==> config.mk <==
export PLATFORM = sky130hd
export DESIGN_NAME = wots_base_w_checksum_digits_top
export DESIGN_NICKNAME = d
export VERILOG_FILES = /design/src/hdl/wbwcd_pkg.sv /design/src/hdl/wbwcd_ram.sv /design/src/hdl/wots_base_w_checksum_digits_top.sv
export SDC_FILE = /design/constraint.sdc
export NUM_CORES = 1
export LEC_CHECK = 0
export ABC_AREA = 1
export BUFFER_PORTS_ARGS = -buffer_cell sky130_fd_sc_hd__buf_4
export CORE_MARGIN = 2
export CORE_UTILIZATION = 30
export DETAILED_ROUTE_END_ITERATION = 10
export GPL_TIMING_DRIVEN = 0
export SETUP_SLACK_MARGIN = 0.02
export SLEW_MARGIN = 0
export SYNTH_ARGS = -nofsm -noshare
export SYNTH_HDL_FRONTEND = slang
export SYNTH_SLANG_ARGS = --single-unit
==> constraint.sdc <==
create_clock -name clk -period 5.4 [get_ports clk]
set_clock_uncertainty 0.2 [all_clocks]
set_input_delay 1.08 -clock clk [delete_from_list [all_inputs] [get_ports clk]]
set_output_delay 1.08 -clock clk [all_outputs]
set_load 0.02 [all_outputs]
==> src/hdl/wbwcd_pkg.sv <==
// Shared types and constants for the base-w digit splitter with checksum.
// Used by wbwcd_ram users, the top level and the port checker.
`timescale 1ns / 1ps

package wbwcd_pkg;

	localparam int MAX_MSG_DIGITS_DEF  = 128;
	localparam int MAX_CSUM_DIGITS_DEF = 16;

	localparam int TBL_W     = 4;   // stored log width
	localparam int BUF_W     = 16;  // bit buffer
	localparam int HELD_W    = 5;   // bits held counter
	localparam int CSUM_W    = 15;  // checksum register
	localparam int DIGIT_W   = 8;
	localparam int MAX_LOG_W = 8;

	localparam int MSG_CNT_RST  = 64;
	localparam int CSUM_CNT_RST = 3;

	typedef enum logic {
		OP_TABLE_WRITE = 1'b0,
		OP_MSG_BYTE    = 1'b1
	} op_t;

	typedef enum logic {
		REG_MSG_COUNT  = 1'b0,
		REG_CSUM_COUNT = 1'b1
	} reg_t;

	typedef enum logic [2:0] {
		ST_IDLE,
		ST_MSG_RD,
		ST_MSG_CHK,
		ST_SUM_RD,
		ST_SUM_ACC,
		ST_CS_RD,
		ST_CS_EMIT
	} state_t;

	// clamp a stored width to 1..8
	function automatic logic [TBL_W-1:0] eff_width(input logic [TBL_W-1:0] raw);
		logic [TBL_W-1:0] w;
		w = raw;
		if (raw == '0)
			w = TBL_W'(1);
		else if (raw > TBL_W'(MAX_LOG_W))
			w = TBL_W'(MAX_LOG_W);
		return w;
	endfunction

	// (1 << w) - 1 for w in 1..8
	function automatic logic [DIGIT_W-1:0] width_mask(input logic [TBL_W-1:0] w);
		logic [DIGIT_W:0] m;
		m = (9'd1 << w) - 9'd1;
		return m[DIGIT_W-1:0];
	endfunction

endpackage

==> src/hdl/wbwcd_ram.sv <==
// Generic single write port, single read port RAM with registered read.
// No dependencies.
`timescale 1ns / 1ps

module wbwcd_ram #(
	parameter int WIDTH = 4,
	parameter int DEPTH = 144,
	localparam int AW = (DEPTH > 1) ? $clog2(DEPTH) : 1
) (
	input  logic             clk,
	input  logic             we,
	input  logic [AW-1:0]    waddr,
	input  logic [WIDTH-1:0] wdata,
	input  logic             re,
	input  logic [AW-1:0]    raddr,
	output logic [WIDTH-1:0] rdata
);

	logic [WIDTH-1:0] mem_q [DEPTH];
	logic [WIDTH-1:0] rdata_q;

	always_ff @(posedge clk) begin
		if (we)
			mem_q[waddr] <= wdata;
		if (re)
			rdata_q <= mem_q[raddr];
	end

	assign rdata = rdata_q;

endmodule

==> src/hdl/wots_base_w_checksum_digits_top.sv <==
// Top level of the base-w digit splitter with per-position widths and checksum.
// Depends on wbwcd_pkg and wbwcd_ram.
`timescale 1ns / 1ps
//
// Usage:
//  Input channel (in_valid/in_ready): op selects a width table write (entry_index,
//  log_width) or a message byte (data_byte, last_byte). Table writes give no
//  digits. A byte is cut MSB first into message digits, one digit per width
//  table position; a byte marked last is followed by the checksum digits
//  over positions M..M+C-1.
//  Output channel (out_valid/out_ready): one beat per digit, held in an output
//  register, so the sequencer keeps working while one digit waits.
//  Config channel (cfg_valid/cfg_ready, cfg_addr, cfg_data): always ready; write
//  only while idle. Index 0 is the message digit count, 1 the checksum count.
//  Timing: every table lookup goes through the single registered read port of
//  the width table: a read state, then a state that uses the width. A last
//  byte adds two passes over the C checksum positions (one to total the
//  widths, one to emit). in_ready is low while a byte is worked on. A byte is
//  loaded on accept, its width read in ST_MSG_RD, its digit registered in
//  ST_MSG_CHK. If the receiver stalls, the sequencer waits at the next digit.
//  Reset: counts go to 64 and 3, message state clears. The width table is not
//  cleared and must be written before its entries are used.

module wots_base_w_checksum_digits_top
	import wbwcd_pkg::*;
#(
	parameter int MAX_MSG_DIGITS  = MAX_MSG_DIGITS_DEF,
	parameter int MAX_CSUM_DIGITS = MAX_CSUM_DIGITS_DEF
) (
	input  logic         clk,
	input  logic         arst_n,
	// config
	input  logic         cfg_valid,
	output logic         cfg_ready,
	input  logic         cfg_addr,
	input  logic [7:0]   cfg_data,
	// input beats
	input  logic         in_valid,
	output logic         in_ready,
	input  logic         op,
	input  logic [7:0]   entry_index,
	input  logic [3:0]   log_width,
	input  logic [7:0]   data_byte,
	input  logic         last_byte,
	// output beats
	output logic         out_valid,
	input  logic         out_ready,
	output logic [7:0]   digit_value,
	output logic [7:0]   digit_index,
	output logic         is_checksum,
	output logic         last_digit,
	output logic         short_message
);

	localparam int DEPTH = MAX_MSG_DIGITS + MAX_CSUM_DIGITS;
	localparam int AW    = (DEPTH > 1) ? $clog2(DEPTH) : 1;

	state_t state_q, state_n;

	logic [7:0]        msg_count_q;
	logic [4:0]        csum_count_q;
	logic [BUF_W-1:0]  buf_q;
	logic [HELD_W-1:0] held_q;
	logic [7:0]        done_q;
	logic [CSUM_W-1:0] csum_q;
	logic [7:0]        total_q;
	logic [7:0]        rem_q;
	logic [4:0]        j_q;
	logic              last_q;

	logic              out_valid_q;
	logic [7:0]        digit_value_q;
	logic [7:0]        digit_index_q;
	logic              is_checksum_q;
	logic              last_digit_q;
	logic              short_q;

	logic [7:0]        m_eff;
	logic [4:0]        c_eff;
	logic              quota_open;
	logic              slot_free;
	logic              in_acc;
	logic [7:0]        cs_pos;

	logic              ram_we, ram_re;
	logic [AW-1:0]     ram_raddr;
	logic [TBL_W-1:0]  ram_rdata;
	logic [TBL_W-1:0]  w;
	logic [DIGIT_W-1:0] mask;
	logic [HELD_W-1:0] held_n;
	logic [DIGIT_W-1:0] msg_digit;
	logic [7:0]        rem_n;
	logic [DIGIT_W-1:0] cs_digit;
	logic              j_is_last;

	// strobes
	logic load_byte, take_msg, start_sum, sum_acc, take_cs, clr_msg;

	assign cfg_ready = 1'b1;

	always_ff @(posedge clk or negedge arst_n) begin
		if (!arst_n) begin
			msg_count_q  <= 8'(MSG_CNT_RST);
			csum_count_q <= 5'(CSUM_CNT_RST);
		end else if (cfg_valid) begin
			unique case (reg_t'(cfg_addr))
				REG_MSG_COUNT:  msg_count_q  <= cfg_data;
				REG_CSUM_COUNT: csum_count_q <= cfg_data[4:0];
			endcase
		end
	end

	always_comb begin
		m_eff = msg_count_q;
		if (msg_count_q == '0)
			m_eff = 8'd1;
		else if (msg_count_q > 8'(MAX_MSG_DIGITS))
			m_eff = 8'(MAX_MSG_DIGITS);
		c_eff = csum_count_q;
		if (csum_count_q == '0)
			c_eff = 5'd1;
		else if (csum_count_q > 5'(MAX_CSUM_DIGITS))
			c_eff = 5'(MAX_CSUM_DIGITS);
	end

	assign quota_open = done_q < m_eff;
	assign slot_free  = !out_valid_q || out_ready;
	assign in_ready   = (state_q == ST_IDLE);
	assign in_acc     = in_valid && in_ready;
	assign cs_pos     = m_eff + 8'(j_q);
	assign j_is_last  = (j_q + 5'd1) == c_eff;

	// width table
	assign ram_we = in_acc && (op_t'(op) == OP_TABLE_WRITE) && (entry_index < 8'(DEPTH));

	wbwcd_ram #(
		.WIDTH(TBL_W),
		.DEPTH(DEPTH)
	) u_width_tbl (
		.clk   (clk),
		.we    (ram_we),
		.waddr (entry_index[AW-1:0]),
		.wdata (log_width),
		.re    (ram_re),
		.raddr (ram_raddr),
		.rdata (ram_rdata)
	);

	// shared digit datapath
	assign w         = eff_width(ram_rdata);
	assign mask      = width_mask(w);
	assign held_n    = held_q - HELD_W'(w);
	assign msg_digit = DIGIT_W'(buf_q >> held_n) & mask;
	assign rem_n     = rem_q - 8'(w);
	assign cs_digit  = DIGIT_W'(csum_q >> rem_n) & mask;

	always_ff @(posedge clk or negedge arst_n) begin
		if (!arst_n)
			state_q <= ST_IDLE;
		else
			state_q <= state_n;
	end

	always_comb begin
		state_n   = state_q;
		ram_re    = 1'b0;
		ram_raddr = cs_pos[AW-1:0];
		load_byte = 1'b0;
		take_msg  = 1'b0;
		start_sum = 1'b0;
		sum_acc   = 1'b0;
		take_cs   = 1'b0;
		clr_msg   = 1'b0;
		unique case (state_q)
			ST_IDLE: begin
				if (in_acc && op_t'(op) == OP_MSG_BYTE) begin
					if (quota_open) begin
						load_byte = 1'b1;
						state_n   = ST_MSG_RD;
					end else if (last_byte) begin
						start_sum = 1'b1;
						state_n   = ST_SUM_RD;
					end
				end
			end
			ST_MSG_RD: begin
				if (quota_open) begin
					ram_re    = 1'b1;
					ram_raddr = done_q[AW-1:0];
					state_n   = ST_MSG_CHK;
				end else if (last_q) begin
					start_sum = 1'b1;
					state_n   = ST_SUM_RD;
				end else begin
					state_n = ST_IDLE;
				end
			end
			ST_MSG_CHK: begin
				if (held_q < HELD_W'(w)) begin
					// not enough bits for this position: wait for next byte, or start the checksum after a last byte
					if (last_q) begin
						start_sum = 1'b1;
						state_n   = ST_SUM_RD;
					end else begin
						state_n = ST_IDLE;
					end
				end else if (slot_free) begin
					take_msg = 1'b1;
					state_n  = ST_MSG_RD;
				end
			end
			ST_SUM_RD: begin
				ram_re  = 1'b1;
				state_n = ST_SUM_ACC;
			end
			ST_SUM_ACC: begin
				sum_acc = 1'b1;
				state_n = j_is_last ? ST_CS_RD : ST_SUM_RD;
			end
			ST_CS_RD: begin
				ram_re  = 1'b1;
				state_n = ST_CS_EMIT;
			end
			ST_CS_EMIT: begin
				if (slot_free) begin
					take_cs = 1'b1;
					if (j_is_last) begin
						clr_msg = 1'b1;
						state_n = ST_IDLE;
					end else begin
						state_n = ST_CS_RD;
					end
				end
			end
			default: state_n = ST_IDLE;
		endcase
	end

	always_ff @(posedge clk or negedge arst_n) begin
		if (!arst_n) begin
			buf_q   <= '0;
			held_q  <= '0;
			done_q  <= '0;
			csum_q  <= '0;
			total_q <= '0;
			rem_q   <= '0;
			j_q     <= '0;
			last_q  <= 1'b0;
		end else begin
			if (in_acc)
				last_q <= last_byte;
			if (load_byte) begin
				buf_q  <= {buf_q[BUF_W-9:0], data_byte};
				held_q <= held_q + HELD_W'(8);
			end
			if (take_msg) begin
				held_q <= held_n;
				done_q <= done_q + 8'd1;
				csum_q <= csum_q + CSUM_W'(mask - msg_digit);
			end
			if (start_sum) begin
				j_q     <= '0;
				total_q <= '0;
			end
			if (sum_acc) begin
				if (j_is_last) begin
					j_q   <= '0;
					rem_q <= total_q + 8'(w);
				end else begin
					j_q     <= j_q + 5'd1;
					total_q <= total_q + 8'(w);
				end
			end
			if (take_cs) begin
				j_q   <= j_q + 5'd1;
				rem_q <= rem_n;
			end
			if (clr_msg) begin
				buf_q  <= '0;
				held_q <= '0;
				done_q <= '0;
				csum_q <= '0;
			end
		end
	end

	// output register
	always_ff @(posedge clk or negedge arst_n) begin
		if (!arst_n)
			out_valid_q <= 1'b0;
		else if (take_msg || take_cs)
			out_valid_q <= 1'b1;
		else if (out_ready)
			out_valid_q <= 1'b0;
	end

	always_ff @(posedge clk) begin
		if (take_msg) begin
			digit_value_q <= msg_digit;
			digit_index_q <= done_q;
			is_checksum_q <= 1'b0;
			last_digit_q  <= 1'b0;
			short_q       <= 1'b0;
		end else if (take_cs) begin
			digit_value_q <= cs_digit;
			digit_index_q <= cs_pos;
			is_checksum_q <= 1'b1;
			last_digit_q  <= j_is_last;
			short_q       <= quota_open;
		end
	end

	assign out_valid     = out_valid_q;
	assign digit_value   = digit_value_q;
	assign digit_index   = digit_index_q;
	assign is_checksum   = is_checksum_q;
	assign last_digit    = last_digit_q;
	assign short_message = short_q;

endmodule

# [Word-level counts from Yosys, hierarchy flattened]
# Memory sizes are Yosys's and may differ from the RTL's. A register that Yosys moved wholly into a read port is not among the register bits.
# Index checks and enable logic that the tools add are counted.
[totals] regBits=102 ramBits=576 inputBits=36 elab_cells=141 n_memories=1 output_inout_bits=22
[mem_list] name="u_width_tbl.mem_q" depth=144 width=4 rd=1 rd_clocked_by_memory_dff=1 write_ports=1 line="wbwcd_ram.sv:19" source="logic [WIDTH-1:0] mem_q [DEPTH];"
[classes] muxes=65 n_addsub=10 n_lt_le_gt_ge=6 eq_ne=11 bitwise_logic=4 n_reduce_logical=24 n_shift=3
[op_table] op="2-to-1 mux 8 bit" n=16
[op_table] op="2-to-1 mux 5 bit" n=9
[op_table] op="2-to-1 mux 16 bit" n=2
[op_table] op="2-to-1 mux 15 bit" n=2
[op_table] op="2-to-1 mux 3 bit" n=8
[op_table] op="2-to-1 mux 1 bit" n=21
[op_table] op="one-hot mux 3 bit (7 select lines)" n=1
[op_table] op="bitwise AND 8 bit" n=2
[op_table] op="right shift 16 x 5 -> 8 bit" n=1
[op_table] op="adder 15 bit" n=1
[op_table] op="right shift 15 x 8 -> 8 bit" n=1
[op_table] op="nonzero test 2 bit" n=6
[op_table] op="== test 3 bit, second input constant" n=3
[op_table] op="subtractor 8 x 8 -> 9 bit" n=1
[op_table] op="adder 8 x 1 -> 8 bit, second input constant" n=1
[op_table] op="adder 8 x 4 -> 8 bit" n=1
[op_table] op="adder 8 x 5 -> 8 bit" n=1
[op_table] op="> comparator 8 bit, second input constant" n=1
[op_table] op="zero test 8 bit" n=1
[op_table] op="less-than comparator 8 bit" n=1
[op_table] op="less-than comparator 8 bit, second input constant" n=1
[op_table] op="2-to-1 mux 4 bit" n=2
[op_table] op="left shift 1 x 4 -> 8 bit, first input constant" n=1
[op_table] op="subtractor 8 x 1 -> 8 bit, second input constant" n=1
[op_table] op="other kinds (28)" n=38

# [Depth between registers and ports, before layout]
[depth] word_depth=10 depth_mapped=40 ltp_nobuf=39

# [By module]
# A second synthesis with hierarchy kept.
[hier_totals] cells_unflattened=3167 area_unflattened_um2=31851.8
[by_module_without_submodules] module="wbwcd_ram" n_inst=1 area_per_inst_um2=24048.1 cells_each=2086 seq_area_each_um2=17416.7
[by_module_without_submodules] module="wots_base_w_checksum_digits_top" n_inst=1 area_per_inst_um2=7803.7 cells_each=1081 seq_area_each_um2=2621.3

# [Least setup slack after synthesis]
# OpenSTA, ideal clock, no wires.
[synth_path] path_type="register to register" from="reg u_width_tbl.rdata_q[2], in the netlist u_width_tbl.rdata[2] (read register of u_width_tbl.mem_q)" to="reg csum_q[14]" stages_incl_launch_ff=29 setup_ns=0.139 slack_ns=0.524 required_ns=5.061 synth_period_minus_slack_ns=4.876 arrival_time_ns=4.537 path_buffers=1 cell_sequence="edfxtp_1 -> nor2_1 -> nor2_1 -> nor2_1 -> ha_1 -> fa_1 -> inv_1 -> buf_1 -> mux2i_1 -> nor2_1 -> o311ai_0 -> nand2_1 -> xnor2_1 -> ha_1 -> nand2_1 -> o21ai_0 -> a21oi_1 -> nor2_1 -> o21ai_0 -> nand2_1 -> nand2_1 -> inv_1 -> o21ai_0 -> nand2_1 -> nand2_1 -> nand2_1 -> a21oi_1 -> xor2_1 -> o22ai_1"
[synth_via] elab_chain_len=10 elab_cells_between_ends=17 classes_between="add/sub: 4; order compare: 2; shift: 2; mux: 6; bitwise: 1; reduce/logical: 2"
[synth_rtl] item="from (decl)" line="wbwcd_ram.sv:20" source="logic [WIDTH-1:0] rdata_q;"
[synth_rtl] item="> comparator 4 bit" line="wbwcd_pkg.sv:46" source="else if (raw > TBL_W'(MAX_LOG_W))"
[synth_rtl] item="2-to-1 mux 4 bit" line="wbwcd_pkg.sv:46"
[synth_rtl] item="2-to-1 mux 4 bit *" line="wbwcd_pkg.sv:44" source="if (raw == '0)"
[synth_rtl] item="subtractor 5 x 4 -> 5 bit or left shift 1 x 4 -> 8 bit (tied branches)" line="wots_base_w_checksum_digits_top.sv:152, wbwcd_pkg.sv:54"
[synth_rtl] item="right shift 16 x 5 -> 8 bit or subtractor 8 x 1 -> 8 bit (tied branches)" line="wots_base_w_checksum_digits_top.sv:153, wbwcd_pkg.sv:54"
[synth_rtl] item="bitwise AND 8 bit" line="wots_base_w_checksum_digits_top.sv:153" source="assign msg_digit = DIGIT_W'(buf_q >> held_n) & mask;"
[synth_rtl] item="subtractor 8 x 8 -> 9 bit" line="wots_base_w_checksum_digits_top.sv:259" source="csum_q <= csum_q + CSUM_W'(mask - msg_digit);"
[synth_rtl] item="adder 15 bit" line="wots_base_w_checksum_digits_top.sv:259"
[synth_rtl] item="2-to-1 mux 15 bit" line="wots_base_w_checksum_digits_top.sv:256" source="if (take_msg) begin"
[synth_rtl] item="2-to-1 mux 15 bit" line="wots_base_w_checksum_digits_top.sv:278" source="if (clr_msg) begin"
[synth_rtl] item="to (signal assigned)" line="wots_base_w_checksum_digits_top.sv:259"
[synth_rtl] item="to (decl)" line="wots_base_w_checksum_digits_top.sv:65" source="logic [CSUM_W-1:0] csum_q;"
# Every way passes the cells marked *; elsewhere a longest branch is shown, timed or not. The select of a mux whose other input is x is not followed.
# A chain may end at the register's enable or synchronous reset.

# [Final worst setup path]
[layout_path] from="reg msg_count_q[5]" to="reg u_width_tbl.rdata_q[1], in the netlist u_width_tbl.rdata[1] (read register of u_width_tbl.mem_q) (data pin)"
[layout_via] elab_chain_len=6 elab_cells_between_ends=10 classes_between="add/sub: 1; order compare: 2; mux: 6; reduce/logical: 1"
[layout_rtl] item="from (decl)" line="wots_base_w_checksum_digits_top.sv:60" source="logic [7:0] msg_count_q;"
[layout_rtl] item="from (signal assigned)" line="wots_base_w_checksum_digits_top.sv:103" source="msg_count_q <= 8'(MSG_CNT_RST);"
[layout_rtl] item="from (signal assigned)" line="wots_base_w_checksum_digits_top.sv:107" source="REG_MSG_COUNT: msg_count_q <= cfg_data;"
[layout_rtl] item="> comparator 8 bit" line="wots_base_w_checksum_digits_top.sv:117" source="else if (msg_count_q > 8'(MAX_MSG_DIGITS))"
[layout_rtl] item="2-to-1 mux 8 bit" line="wots_base_w_checksum_digits_top.sv:117"
[layout_rtl] item="2-to-1 mux 8 bit *" line="wots_base_w_checksum_digits_top.sv:115" source="if (msg_count_q == '0)"
[layout_rtl] item="less-than comparator 8 bit or adder 8 x 5 -> 8 bit (tied branches)" line="wots_base_w_checksum_digits_top.sv:126, wots_base_w_checksum_digits_top.sv:130"
[layout_rtl] item="2-to-1 mux 1 bit or 2-to-1 mux 8 bit (tied branches)" line="wots_base_w_checksum_digits_top.sv:187" source="if (quota_open) begin"
[layout_rtl] item="one-hot mux 1 bit (2 select lines) or 2-to-1 mux 8 bit (tied branches)" line="wots_base_w_checksum_digits_top.sv:174" source="unique case (state_q)"
# Every way passes the cells marked *; elsewhere a longest branch is shown, timed or not.

==> flow_summary.yaml <==
critical_path:
  r2r_slack_ps: 180
  cp_max_fo: 10
  crit_path_start_kind: "flop"
  worstSetupStartpoint: "msg_count_q[5]"
  r2r_end: "u_width_tbl.rdata[1]"
  cp.arrival_ps: 5410
  endpoint_kind: "flop"
  critPathKind: "flop to flop"
  critPathCapture: "u_width_tbl.rdata[1]"
  ff2ff_path_depth: 21
  r2r-start: "msg_count_q[5]"
  worstPathRequired_ps: 5590
yosys:
  ys_seq_area_share_pct: 61.45
  syn_avg_cell_area_um2: 9.605
  ys_ff_latch: 682
  synth_top_cell_area_share_pct: 54.88
  synthArstFlopShare_pct: 12.17
  synth_flop_cell: "edfxtp_1"
  yosysWarnings: 0
  syn_inst: 3395
  yosysUniqueCellTypes: 52
  netlist_area_um2: 32610
  synthTopCellsByArea: "edfxtp_1 (55%), nand2_1 (9.5%), nand3_1 (7.4%), dfrtp_1 (6.1%), inv_1 (5.8%)"
  synth_edf_count: 596
  yosysTopAreaCell: "edfxtp_1"
final_layout:
  final_util_pct: 34.94
  diodes: 0
  drive_above_1_share_pct: 9.324
  finalNetCount: 3626
  syn2layout_area_growth_pct: 15.20
timing:
  slew_headroom_pct: 11.43
  setup_viol: 0
  fin_crit_ps: 5224
  max_freq_ghz: 0.1914
  report.final.slew_viol_count: 0
  post-route-period-util_pct: 96.75
  hold_violations: 0
  holdWs_ps: 280.1
  worstMarginPinSlew_ps: 1315
grt:
  grt_pass1_wl_um: 156800
  grt_pass1_vias: 23550
  antenna_found_initial: 1
  grt-ovfl-total: 0
  grt_start_max_net_pins: 94
  grt_usage_pct: 19.03
power:
  p_leak_nw: 15.32
  powerDensity_nw_per_um2: 629.9
  irDropWorstVdd_uv: 310.8
  p_total_mw: 23.66
die:
  die_x_um: 333.7
  pin_count: 58
  dieArea_um2: 111300
  rows: 120
  die_h_um: 333.7
  start_util_pct: 30.33
  coreArea_um2: 107500
clocking:
  htreeDepth: 3
  clk_pin_slew_ps: 70
  ctsHoldBuffers: 0
  cts_buffers: 73
  clockRootBuffer: "clkbuf_16"
  clk_latency_ps: 640
  numClockSinks: 682
  cts_tree: "done"
  clock_path_buffers: 3
place:
  routabilityCongestion: 0.9524
  io_buffers: 56
  hpwl_um: 71040
detailed_routing:
  drt_pass1_iterations: 6
  ant_nets: 0
  initialDrtViolationCount: 3446
  wire_per_inst_um: 21.67
  wl_um: 108300
  drc_errors: 0
  vias_per_cell: 5.090
  vias: 25430
worst_hold_path:
  hold_class: "flop to flop"
flow_run:
  drv_cap: 0
run_status:
  status: "finished clean"
cells by family (layout without fill, tap and decap cells):
| group | Yosys count | after routing | share of synthesized area (%) |
|---|---|---|---|
| and+or+nand+nor | 1631 | 1631 | 21.27 |
| DFF | 682 | 682 | 61.45 |
| buffers and inverters | 665 | 861 | 8.173 |
| AOI/OAI and AO/OA | 325 | 325 | 5.959 |
| adders and majority gates | 49 | 49 | 1.995 |
| xor gates and xnor gates | 35 | 35 | 0.9401 |
| muxes | 6 | 6 | 0.1880 |
| other | 2 | 4 | 0.02303 |
layout make-up:
class	count	area [um2]
Inverter	510	1917
Multi-Input combinational cell	2050	10070
Clock buffer	89	1907
Timing Repair Buffer	70	620.6
Clock inverter	38	465.4
Fill cell	10900	69940
Buffer	154	792.0
Sequential cell	682	20040
Tap cell	1403	1755
cells in the mapped netlist (3+ instances only):
master and n:
buf_2 78, buf_4 9, dfstp_2 3, o21ai_1 9, nand4_1 6, a22oi_1 5, xnor2_1 12, nor3_1 12
nand3_1 483, o21ai_2 3, nor2_1 263, o22ai_1 34, o221ai_1 17, a21oi_1 47, o311ai_0 4, mux2i_1 5
o21bai_1 3, xor2_1 23, edfxtp_1 596, o21ai_4 3, fa_1 5, buf_1 6, dfxtp_1 3, nand3b_1 28
inv_1 505, o21ai_0 147, buf_6 5, o211ai_1 38, a31oi_1 5, clkbuf_1 57, ha_1 44, inv_2 3
nand2_1 825, a211oi_1 5, dfrtp_1 80
worst min-delay path by stage:
stage                    startpoint               to  slack [ps]  cells past startpoint
finish                  is_checksum      is_checksum         280                      2
global route               rem_q[2]         rem_q[2]         310                      2
CTS                     is_checksum      is_checksum         290                      2
detailed placement      is_checksum      is_checksum         270                      2
global placement        is_checksum      is_checksum         270                      2
floorplan           csum_count_q[4]  csum_count_q[4]         250                      2
cells in the final DEF, fill, tap and decap left out, drive strengths merged, types with 38 or more instances in the layout:
master  instances
a21oi          47
buf           169
clkbuf        143
dfrtp          80
edfxtp        596
ha             44
inv           512
nand2         830
nand3         484
nor2          264
o211ai         38
o21ai         162
sequential cells by signal, indices dropped and copies added, names as in the netlist:
signal and cells:
last_digit 1, u_width_tbl.rdata 4, csum_q 15, held_q 5
is_checksum 1, rem_q 8, total_q 8, u_width_tbl.mem_q 576
msg_count_q 8, csum_count_q 5, state_q 3, buf_q 16
out_valid 1, done_q 8, short_message 1, last_q 1
digit_value 8, j_q 5, digit_index 8
what timing repair did:
| action | in CTS | in global routing |
|---|---|---|
| gates resized for setup | 16 | 70 |
| setup endpoints to repair | 8 | 8 |
| gates cloned | 0 | 0 |
| pin swaps | 0 | 13 |
| buffers inserted | 1 | 9 |
worst max-delay path: stages (launching register included):
cell,delay (ps)
dfrtp_1,430
nor2_2,120
nand2_1,100
o21ai_4,260
nand2_1,150
ha_1,320
a21oi_1,150
nor2_1,60
a211oi_2,450
nand4_2,360
nand2_2,260
buf_6,220
buf_1,710
nand2_1,100
nand3_1,130
nand3_1,80
nand3_1,180
nand3_1,140
nand3_1,160
nand3_1,100
nand3_1,210
nand2_1,100
power by group:
part | switching (mW) | total [mW] | leakage (nW) | internal, mW
logic | 8.67 | 12.2 | 7.78 | 3.57
registers | 0.232 | 6.33 | 6.42 | 6.10
clock network | 2.18 | 5.10 | 1.13 | 2.92
per-layer routing:
| metal | global-route usage, % | routed length, um | vias to the layer above | share of wire, % |
|---|---|---|---|---|
| met5 | 0 | 7 | - | 0.0065 |
| met4 | 7.974 | 4634 | 2 | 4.3 |
| met3 | 4.175 | 11570 | 265 | 11 |
| met2 | 28.76 | 46740 | 1440 | 43 |
| met1 | 26.35 | 45320 | 12130 | 42 |
| li1 | - | - | 11590 | - |
per-stage QoR:
stage,std cells,area (um2),setup slack (ps),setup TNS [ps]
final,4996,37570,175.6,0
after global placement,4856,34790,-529.9,-1591
after CTS,4987,37330,0.3455,0
after detailed placement,4860,34920,-563.2,-1843
after floorplan,3397,32620,524.1,0
after global routing,4996,37570,-35.18,-35.18
Power figures use the tool's default switching activity.
